File: src/rtl/gn3_pkg.sv
// ----------------------------------------------------------------------------
// gn3_pkg
// Shared constants, the permutation ROM and the gradient and interpolation
// helpers of the 3-D gradient noise pipeline.
// ----------------------------------------------------------------------------
package gn3_pkg;

  localparam int FRAC_BITS = 16;
  localparam int COORD_W   = 32;
  localparam int CELL_BITS = 8;
  localparam int OUT_BITS  = 19;

  // Fade weight: unsigned, at most one.
  localparam int FADE_W = FRAC_BITS + 1;
  // Corner offset: signed, from minus one up to just below one.
  localparam int OFS_W  = FRAC_BITS + 2;
  // Gradient dot product: sum of two offsets.
  localparam int GRAD_W = FRAC_BITS + 3;
  // Interpolated values, with headroom for truncation.
  localparam int LERP_W = FRAC_BITS + 5;

  localparam logic [CELL_BITS-1:0] PERM_ROM [256] = '{
    8'd151,8'd160,8'd137,8'd91,8'd90,8'd15,8'd131,8'd13,8'd201,8'd95,8'd96,8'd53,
    8'd194,8'd233,8'd7,8'd225,8'd140,8'd36,8'd103,8'd30,8'd69,8'd142,8'd8,8'd99,
    8'd37,8'd240,8'd21,8'd10,8'd23,8'd190,8'd6,8'd148,8'd247,8'd120,8'd234,8'd75,
    8'd0,8'd26,8'd197,8'd62,8'd94,8'd252,8'd219,8'd203,8'd117,8'd35,8'd11,8'd32,
    8'd57,8'd177,8'd33,8'd88,8'd237,8'd149,8'd56,8'd87,8'd174,8'd20,8'd125,8'd136,
    8'd171,8'd168,8'd68,8'd175,8'd74,8'd165,8'd71,8'd134,8'd139,8'd48,8'd27,8'd166,
    8'd77,8'd146,8'd158,8'd231,8'd83,8'd111,8'd229,8'd122,8'd60,8'd211,8'd133,8'd230,
    8'd220,8'd105,8'd92,8'd41,8'd55,8'd46,8'd245,8'd40,8'd244,8'd102,8'd143,8'd54,
    8'd65,8'd25,8'd63,8'd161,8'd1,8'd216,8'd80,8'd73,8'd209,8'd76,8'd132,8'd187,
    8'd208,8'd89,8'd18,8'd169,8'd200,8'd196,8'd135,8'd130,8'd116,8'd188,8'd159,8'd86,
    8'd164,8'd100,8'd109,8'd198,8'd173,8'd186,8'd3,8'd64,8'd52,8'd217,8'd226,8'd250,
    8'd124,8'd123,8'd5,8'd202,8'd38,8'd147,8'd118,8'd126,8'd255,8'd82,8'd85,8'd212,
    8'd207,8'd206,8'd59,8'd227,8'd47,8'd16,8'd58,8'd17,8'd182,8'd189,8'd28,8'd42,
    8'd223,8'd183,8'd170,8'd213,8'd119,8'd248,8'd152,8'd2,8'd44,8'd154,8'd163,8'd70,
    8'd221,8'd153,8'd101,8'd155,8'd167,8'd43,8'd172,8'd9,8'd129,8'd22,8'd39,8'd253,
    8'd19,8'd98,8'd108,8'd110,8'd79,8'd113,8'd224,8'd232,8'd178,8'd185,8'd112,8'd104,
    8'd218,8'd246,8'd97,8'd228,8'd251,8'd34,8'd242,8'd193,8'd238,8'd210,8'd144,8'd12,
    8'd191,8'd179,8'd162,8'd241,8'd81,8'd51,8'd145,8'd235,8'd249,8'd14,8'd239,8'd107,
    8'd49,8'd192,8'd214,8'd31,8'd181,8'd199,8'd106,8'd157,8'd184,8'd84,8'd204,8'd176,
    8'd115,8'd121,8'd50,8'd45,8'd127,8'd4,8'd150,8'd254,8'd138,8'd236,8'd205,8'd93,
    8'd222,8'd114,8'd67,8'd29,8'd24,8'd72,8'd243,8'd141,8'd128,8'd195,8'd78,8'd66,
    8'd215,8'd61,8'd156,8'd180
  };

  localparam logic [3:0] H_SEL_X0 = 4'd12;
  localparam logic [3:0] H_SEL_X1 = 4'd14;

  // Dot product of one of 12 gradient directions with a corner offset.
  function automatic logic signed [GRAD_W-1:0] grad_dot(
    input logic [3:0]               h,
    input logic signed [OFS_W-1:0]  x,
    input logic signed [OFS_W-1:0]  y,
    input logic signed [OFS_W-1:0]  z
  );
    logic signed [GRAD_W-1:0] gu;
    logic signed [GRAD_W-1:0] gv;
    gu = (h < 4'd8) ? GRAD_W'(x) : GRAD_W'(y);
    if (h < 4'd4) begin
      gv = GRAD_W'(y);
    end else if (h == H_SEL_X0 || h == H_SEL_X1) begin
      gv = GRAD_W'(x);
    end else begin
      gv = GRAD_W'(z);
    end
    if (h[0]) gu = -gu;
    if (h[1]) gv = -gv;
    return gu + gv;
  endfunction

  // a + t * (b - a), the product truncated toward minus infinity.
  function automatic logic signed [LERP_W-1:0] lerp(
    input logic [FADE_W-1:0]         t,
    input logic signed [LERP_W-1:0]  a,
    input logic signed [LERP_W-1:0]  b
  );
    logic signed [LERP_W:0]                 diff;
    logic signed [FADE_W+LERP_W+1:0]        prod;
    diff = (LERP_W+1)'(b) - (LERP_W+1)'(a);
    prod = (FADE_W+LERP_W+2)'(signed'({1'b0, t})) * (FADE_W+LERP_W+2)'(diff);
    return a + LERP_W'(prod >>> FRAC_BITS);
  endfunction

endpackage

File: src/rtl/gn3_fade.sv
// ----------------------------------------------------------------------------
// gn3_fade
// Three-stage quintic fade curve s(f) = f^3 * (f * (6f - 15) + 10).
// ----------------------------------------------------------------------------
module gn3_fade (
  input  logic                               clk_i,
  input  logic                               en_i,
  input  logic [gn3_pkg::FRAC_BITS-1:0]      frac_i,
  output logic [gn3_pkg::FADE_W-1:0]         fade_o
);
  localparam int F  = gn3_pkg::FRAC_BITS;
  localparam int MW = F + 6;
  localparam int PW = 2 * F + 7;

  logic [F-1:0]          t_q;
  logic [F-1:0]          t2_q, t2_d;
  logic signed [F+6:0]   p_q, p_d;
  logic [F-1:0]          t3_q, t3_d;
  logic signed [F+6:0]   inner_q, inner_d;
  logic [F:0]            s_q, s_d;

  logic signed [MW-1:0]  m;
  logic signed [PW-1:0]  prod_p;
  logic [2*F-1:0]        prod_t2;
  logic [2*F-1:0]        prod_t3;
  logic [2*F+3:0]        prod_s;

  always_comb begin
    m       = MW'(signed'({1'b0, frac_i})) * MW'(6) - MW'(15 * (1 << F));
    prod_p  = PW'(signed'({1'b0, frac_i})) * PW'(m);
    p_d     = prod_p[PW-1:F];
    prod_t2 = (2*F)'(frac_i) * (2*F)'(frac_i);
    t2_d    = prod_t2[2*F-1:F];
    prod_t3 = (2*F)'(t2_q) * (2*F)'(t_q);
    t3_d    = prod_t3[2*F-1:F];
    inner_d = p_q + (F+7)'(10 * (1 << F));
    // The inner factor stays between one and ten, so it is never negative.
    prod_s  = (2*F+4)'(t3_q) * (2*F+4)'(inner_q[F+3:0]);
    s_d     = prod_s[2*F:F];
  end

  always_ff @(posedge clk_i) begin
    if (en_i) begin
      t_q     <= frac_i;
      t2_q    <= t2_d;
      p_q     <= p_d;
      t3_q    <= t3_d;
      inner_q <= inner_d;
      s_q     <= s_d;
    end
  end

  assign fade_o = s_q;
endmodule

File: config.mk
export PLATFORM = sky130hd
export DESIGN_NAME = gn3_fade
export DESIGN_NICKNAME = d
export VERILOG_FILES = /design/src/rtl/gn3_pkg.sv /design/src/rtl/gn3_fade.sv
export SDC_FILE = /design/constraint.sdc
export NUM_CORES = 2
export LEC_CHECK = 0
export BUFFER_PORTS_ARGS = -buffer_cell sky130_fd_sc_hd__buf_2
export CORE_ASPECT_RATIO = 1.25
export CORE_MARGIN = 2
export CORE_UTILIZATION = 35
export DETAILED_ROUTE_END_ITERATION = 8
export PLACE_DENSITY_LB_ADDON = 0.1
export SLEW_MARGIN = 15
export SYNTH_ARGS = -nofsm -noshare
export SYNTH_HDL_FRONTEND = slang
export SYNTH_SLANG_ARGS = --single-unit
File: constraint.sdc
create_clock -name clk_i -period 26.2 [get_ports clk_i]
set_input_delay 2.62 -clock clk_i [delete_from_list [all_inputs] [get_ports clk_i]]
set_output_delay 2.62 -clock clk_i [all_outputs]
set_load 0.02 [all_outputs]
Yosys cells after proc, flatten, opt, wreduce, memory -nomap -nowiden
Cells that the tools add are included.
- multipliers: 5
- reductions and logical operators: 0
- add/sub/neg operators: 2
- div/mod/pow operators: 0
- bitwise logic cells: 0
- shift-type cells: 0
- order comparisons: 0
- multiplexer cells: 0
- equal/unequal tests: 0
- operators with widths (operator ; number):
    multiplier 16 x 16 -> 32 bit ; 2
    multiplier 17 x 21 -> 36 bit ; 1
    multiplier 16 x 20 -> 33 bit ; 1
    subtractor 19 x 20 -> 21 bit, second input constant ; 1
    adder 20 bit, second input constant ; 1
    multiplier 16 x 2 -> 18 bit, second input constant ; 1
- bits in registers: 105
- memories: 0
- input port bits: 18
- word-level logic and storage cells: 13
- latch bits: 0
- bits in read-only memories: 0
- bits in writable memories: 0

Longest topological paths before layout
- depth in word-level cells: 3
- depth in mapped cells: 36

Worst setup path after synthesis
Ideal clock, no wire load.
- path kind: in2reg
- start point: input port frac_i[1] in the netlist's numbering
- end point: register p_q[18], data pin
- data arrival time: 10531 ps
- slack: 15407 ps
- data required time: 25938 ps
- stages: 34
- library setup time: 262 ps
- cells stage by stage: buf_2 -> inv_1 -> fa_1 -> nand2b_1 -> a21boi_1 -> o21ai_2 -> a311oi_2 -> a2111oi_2 -> o31ai_4 -> xnor2_1 -> inv_1 -> ha_1 -> xnor2_1 -> buf_2 -> nand2_1 -> fa_1 -> fa_1 -> fa_1 -> inv_1 -> fa_1 -> fa_1 -> inv_1 -> fa_1 -> inv_1 -> ha_1 -> nand2_1 -> o21ai_0 -> a21oi_1 -> o21ai_0 -> a32oi_2 -> a211oi_2 -> nor3_2 -> o21bai_1 -> xor2_1
- longest elaborated chain between the ends: 3
- ends and longest elaborated chain (element ; line ; source):
    start: declaration ; gn3_fade.sv:8 ; input logic [gn3_pkg::FRAC_BITS-1:0] frac_i,
    multiplier 16 x 2 -> 18 bit ; gn3_fade.sv:29 ; m = MW'(signed'({1'b0, frac_i})) * MW'(6) - MW'(15 * (1 << F));
    subtractor 19 x 20 -> 21 bit ; gn3_fade.sv:29 ;
    multiplier 17 x 21 -> 36 bit (*) ; gn3_fade.sv:30 ; prod_p = PW'(signed'({1'b0, frac_i})) * PW'(m);
    named net prod_p[34] ; gn3_fade.sv:23 ; logic signed [PW-1:0] prod_p;
    end signal: assignment ; gn3_fade.sv:46 ; p_q <= p_d;
    end: declaration ; gn3_fade.sv:17 ; logic signed [F+6:0] p_q, p_d;
The timed path passes the listed nets; every way through them passes the cells marked *.
A chain may end at the register's enable or synchronous reset.

Worst setup path in the final report
Ends and elaborated chain as after synthesis.

==> run_results.csv <==
group,metric,value,unit
status,outcome,"complete, no violations",
sta,clock.fmax,0.08281,GHz
sta,fin_crit_sh,46.09,%
drt,drc,0,
drt,ant_nets,0,
sta,setup_viol,0,
setup_path,cp.required,26380,ps
run,maxCapViolations,0,
clock_tree,clock_latency,410,ps
setup_path,crit_type,"input pin to flop",
yosys,syn_avg_cell_area,9.397,um2
yosys,synth-main-ff-cell,"edfxtp_1",
cells_and_area,layout-drive-gt1-share,3.456,%
floorplan,dieArea,0.1133,mm2
sta,max_slew_margin,25.89,%
cells_and_area,diodes,0,
setup_path,cpPeakStageDelay,720,ps
sta,fin_hold_ws,427.3,ps
cells_and_area,postLayoutCoreUtil,37.21,%
drt,wl,105700,um
yosys,async_flop_share,0,%
sta,skew,16.33,ps
setup_path,worstSetupEndpointType,"flop",
setup_path,slowest_stage,"xnor2_2",
yosys,syn-num-nets,5450,
yosys,yosys_warnings,0,
clock_tree,root_buffer,"clkbuf_16",
sta,tns,0,ps
setup_path,worstPathArrival,12250,ps
floorplan,io-pin-count,35,
place,port_buffers,34,
grt,grt_first_pass_wirelength,170600,um
clock_tree,htree_levels,3,
yosys,yosysSeqAreaShare,8.142,%
hold_path,min_path_type,"flop to flop",
sta,hold_viol_final,0,
setup_path,path_common_cell,"fa_1",
grt,antenna_found_initial,2,
sta,grt_setup_unrepaired,"false",
sta,maxSlewViolCount,0,
yosys,ys_ff_latch,105,
place,place.gp.congestion,0.7974,
grt,track_usage,19.80,%
clock_tree,cts_sinks,105,
clock_tree,tritoncts,"done",
drt,wl_per_cell,19.12,um
place,dp_cells,5513,
clock_tree,ctsResizeCount,0,
clock_tree,cts_hold_buf,0,
clock_tree,cts_buffer_depth,2,
grt,grt_max_degree,64,
yosys,synth_enable_flop_cells,105,
floorplan,die_x,301.5,um
cells_and_area,fin_nets,5404,
floorplan,core_area,0.1099,mm2
floorplan,initial_core_util,35.23,%
yosys,ys_types,75,
floorplan,die_h,375.9,um
clock_tree,postCtsSetupBuffers,0,
drt,drt-initial-drc-count,965,
grt,grt_overflow,0,
cells_and_area,synthToLayoutAreaGrowth,5.612,%
yosys,synth_area,0.03872,mm2
grt,grt_pass1_vias,29760,
setup_path,start_kind,"input pin",
drt,vias_per_cell,4.719,
clock_tree,path_clk_slew,90,ps
setup_path,path_max_fanout,33,
clock_tree,numCtsBuffers,9,
drt,vias,26090,
place,dp_hpwl,83300,um
yosys,syn_inst,4121,
floorplan,row_count,136,
drt,drt-pass1-iter-count,6,
sta,tightest_slew,1111,ps
cells_and_area,instances_no_fill,5529,
sta,fin_crit,12080,ps
[flip-flops by register name, indices dropped and copies added, names as in the netlist]
register	cells
fade_o	17
inner_q	20
p_q	20
t2_q	16
t3_q	16
t_q	16
[worst max-delay path, delay by kind of cell]
| family | cells | cell delay [ps] |
|---|---|---|
| adders and majority gates | 9 | 3960 |
| AOI/OAI and AO/OA | 12 | 2570 |
| buffers and inverters | 9 | 1570 |
| xor gates and xnor gates | 3 | 950 |
| and+or+nand+nor | 3 | 520 |
[worst paths after layout]
kind,from,end,slack (ps),cells past startpoint
setup / recovery,frac_i[1],p_q[18],14120,36
hold / removal,p_q[16],inner_q[16],430,0
setup reg to reg,t2_q[10],t3_q[14],18720,22
hold reg to reg,p_q[16],inner_q[16],430,0
[Yosys cell counts (3+ instances only)]
master	instances	share of area [%]
nand2b_1	15	0.24
a21o_1	27	0.52
or3_1	3	0.048
nor2b_1	11	0.18
and3_1	12	0.19
xor2_1	30	0.68
o31ai_1	5	0.097
nand2_1	647	6.3
clkbuf_1	138	1.3
fa_1	916	47
and2_1	282	4.6
clkinv_1	3	0.029
nand3_1	16	0.21
nor3_1	17	0.22
buf_2	3	0.039
o21bai_1	5	0.097
edfxtp_1	105	8.1
o211ai_1	5	0.097
buf_1	4	0.039
a211oi_1	6	0.12
o21a_1	8	0.16
a31oi_1	5	0.081
or2_2	9	0.15
a21oi_1	63	0.81
a21boi_1	3	0.058
ha_1	395	13
a211o_1	3	0.068
xnor2_1	77	1.7
nor2_1	95	0.92
inv_1	1125	11
o21ai_0	21	0.27
nand4_1	13	0.21
[cells in the final DEF (no fill, tap or decap), types with 11 or more instances in the layout]
master	netlist	layout
and3_1	12	12
a21o_1	27	27
nand4_1	13	13
xor2_1	30	29
a21oi_1	63	63
inv_1	1125	1125
o21ai_0	21	21
and2_1	282	282
nor2_1	95	94
fa_1	916	916
nor3_1	17	17
ha_1	395	395
xnor2_1	77	75
nand2_1	647	647
edfxtp_1	105	105
nand2b_1	15	15
buf_4	1	57
nand3_1	16	16
buf_2	3	33
nor2b_1	11	11
[kinds of logic after synthesis]
logic type,synth area share (%)
flip-flops,8.142
XOR/XNOR,2.420
AND/OR/NAND/NOR,13.40
multiplexers,0.06784
adder cells (fa/ha/maj),60.12
buffers and inverters,12.42
AO/OA/AOI/OAI,3.438
[area by class of cell]
type                            count  area, um2
Fill cell                       11490      69030
Multi-Input combinational cell   2739      30790
Inverter                         1130       4242
Sequential cell                   105       3153
Tap cell                         1449       1813
Timing Repair Buffer               90      593.1
Clock buffer                        9      225.2
Clock inverter                      7      83.83
[per-stage QoR]
stage          area [um2]  setup WS (ps)
4_1_cts             40900          14120
6_report            40900          14120
3_5_place_dp        40590          13670
5_1_grt             40900          13510
2_1_floorplan       38720          15410
3_3_place_gp        40590          13750
[routing by layer]
| layer | share of wire (%) | track usage (%) | vias up |
|---|---|---|---|
| met4 | 1.9 | 4.343 | 0 |
| met1 | 43 | 25.01 | 13840 |
| met5 | 0 | 0 | - |
| met3 | 2.0 | 0.9973 | 70 |
| li1 | - | - | 11890 |
| met2 | 53 | 37.01 | 288 |
Power is not shown: default switching activity piles up to over one toggle a cycle in this logic, so the estimate is an artifact.
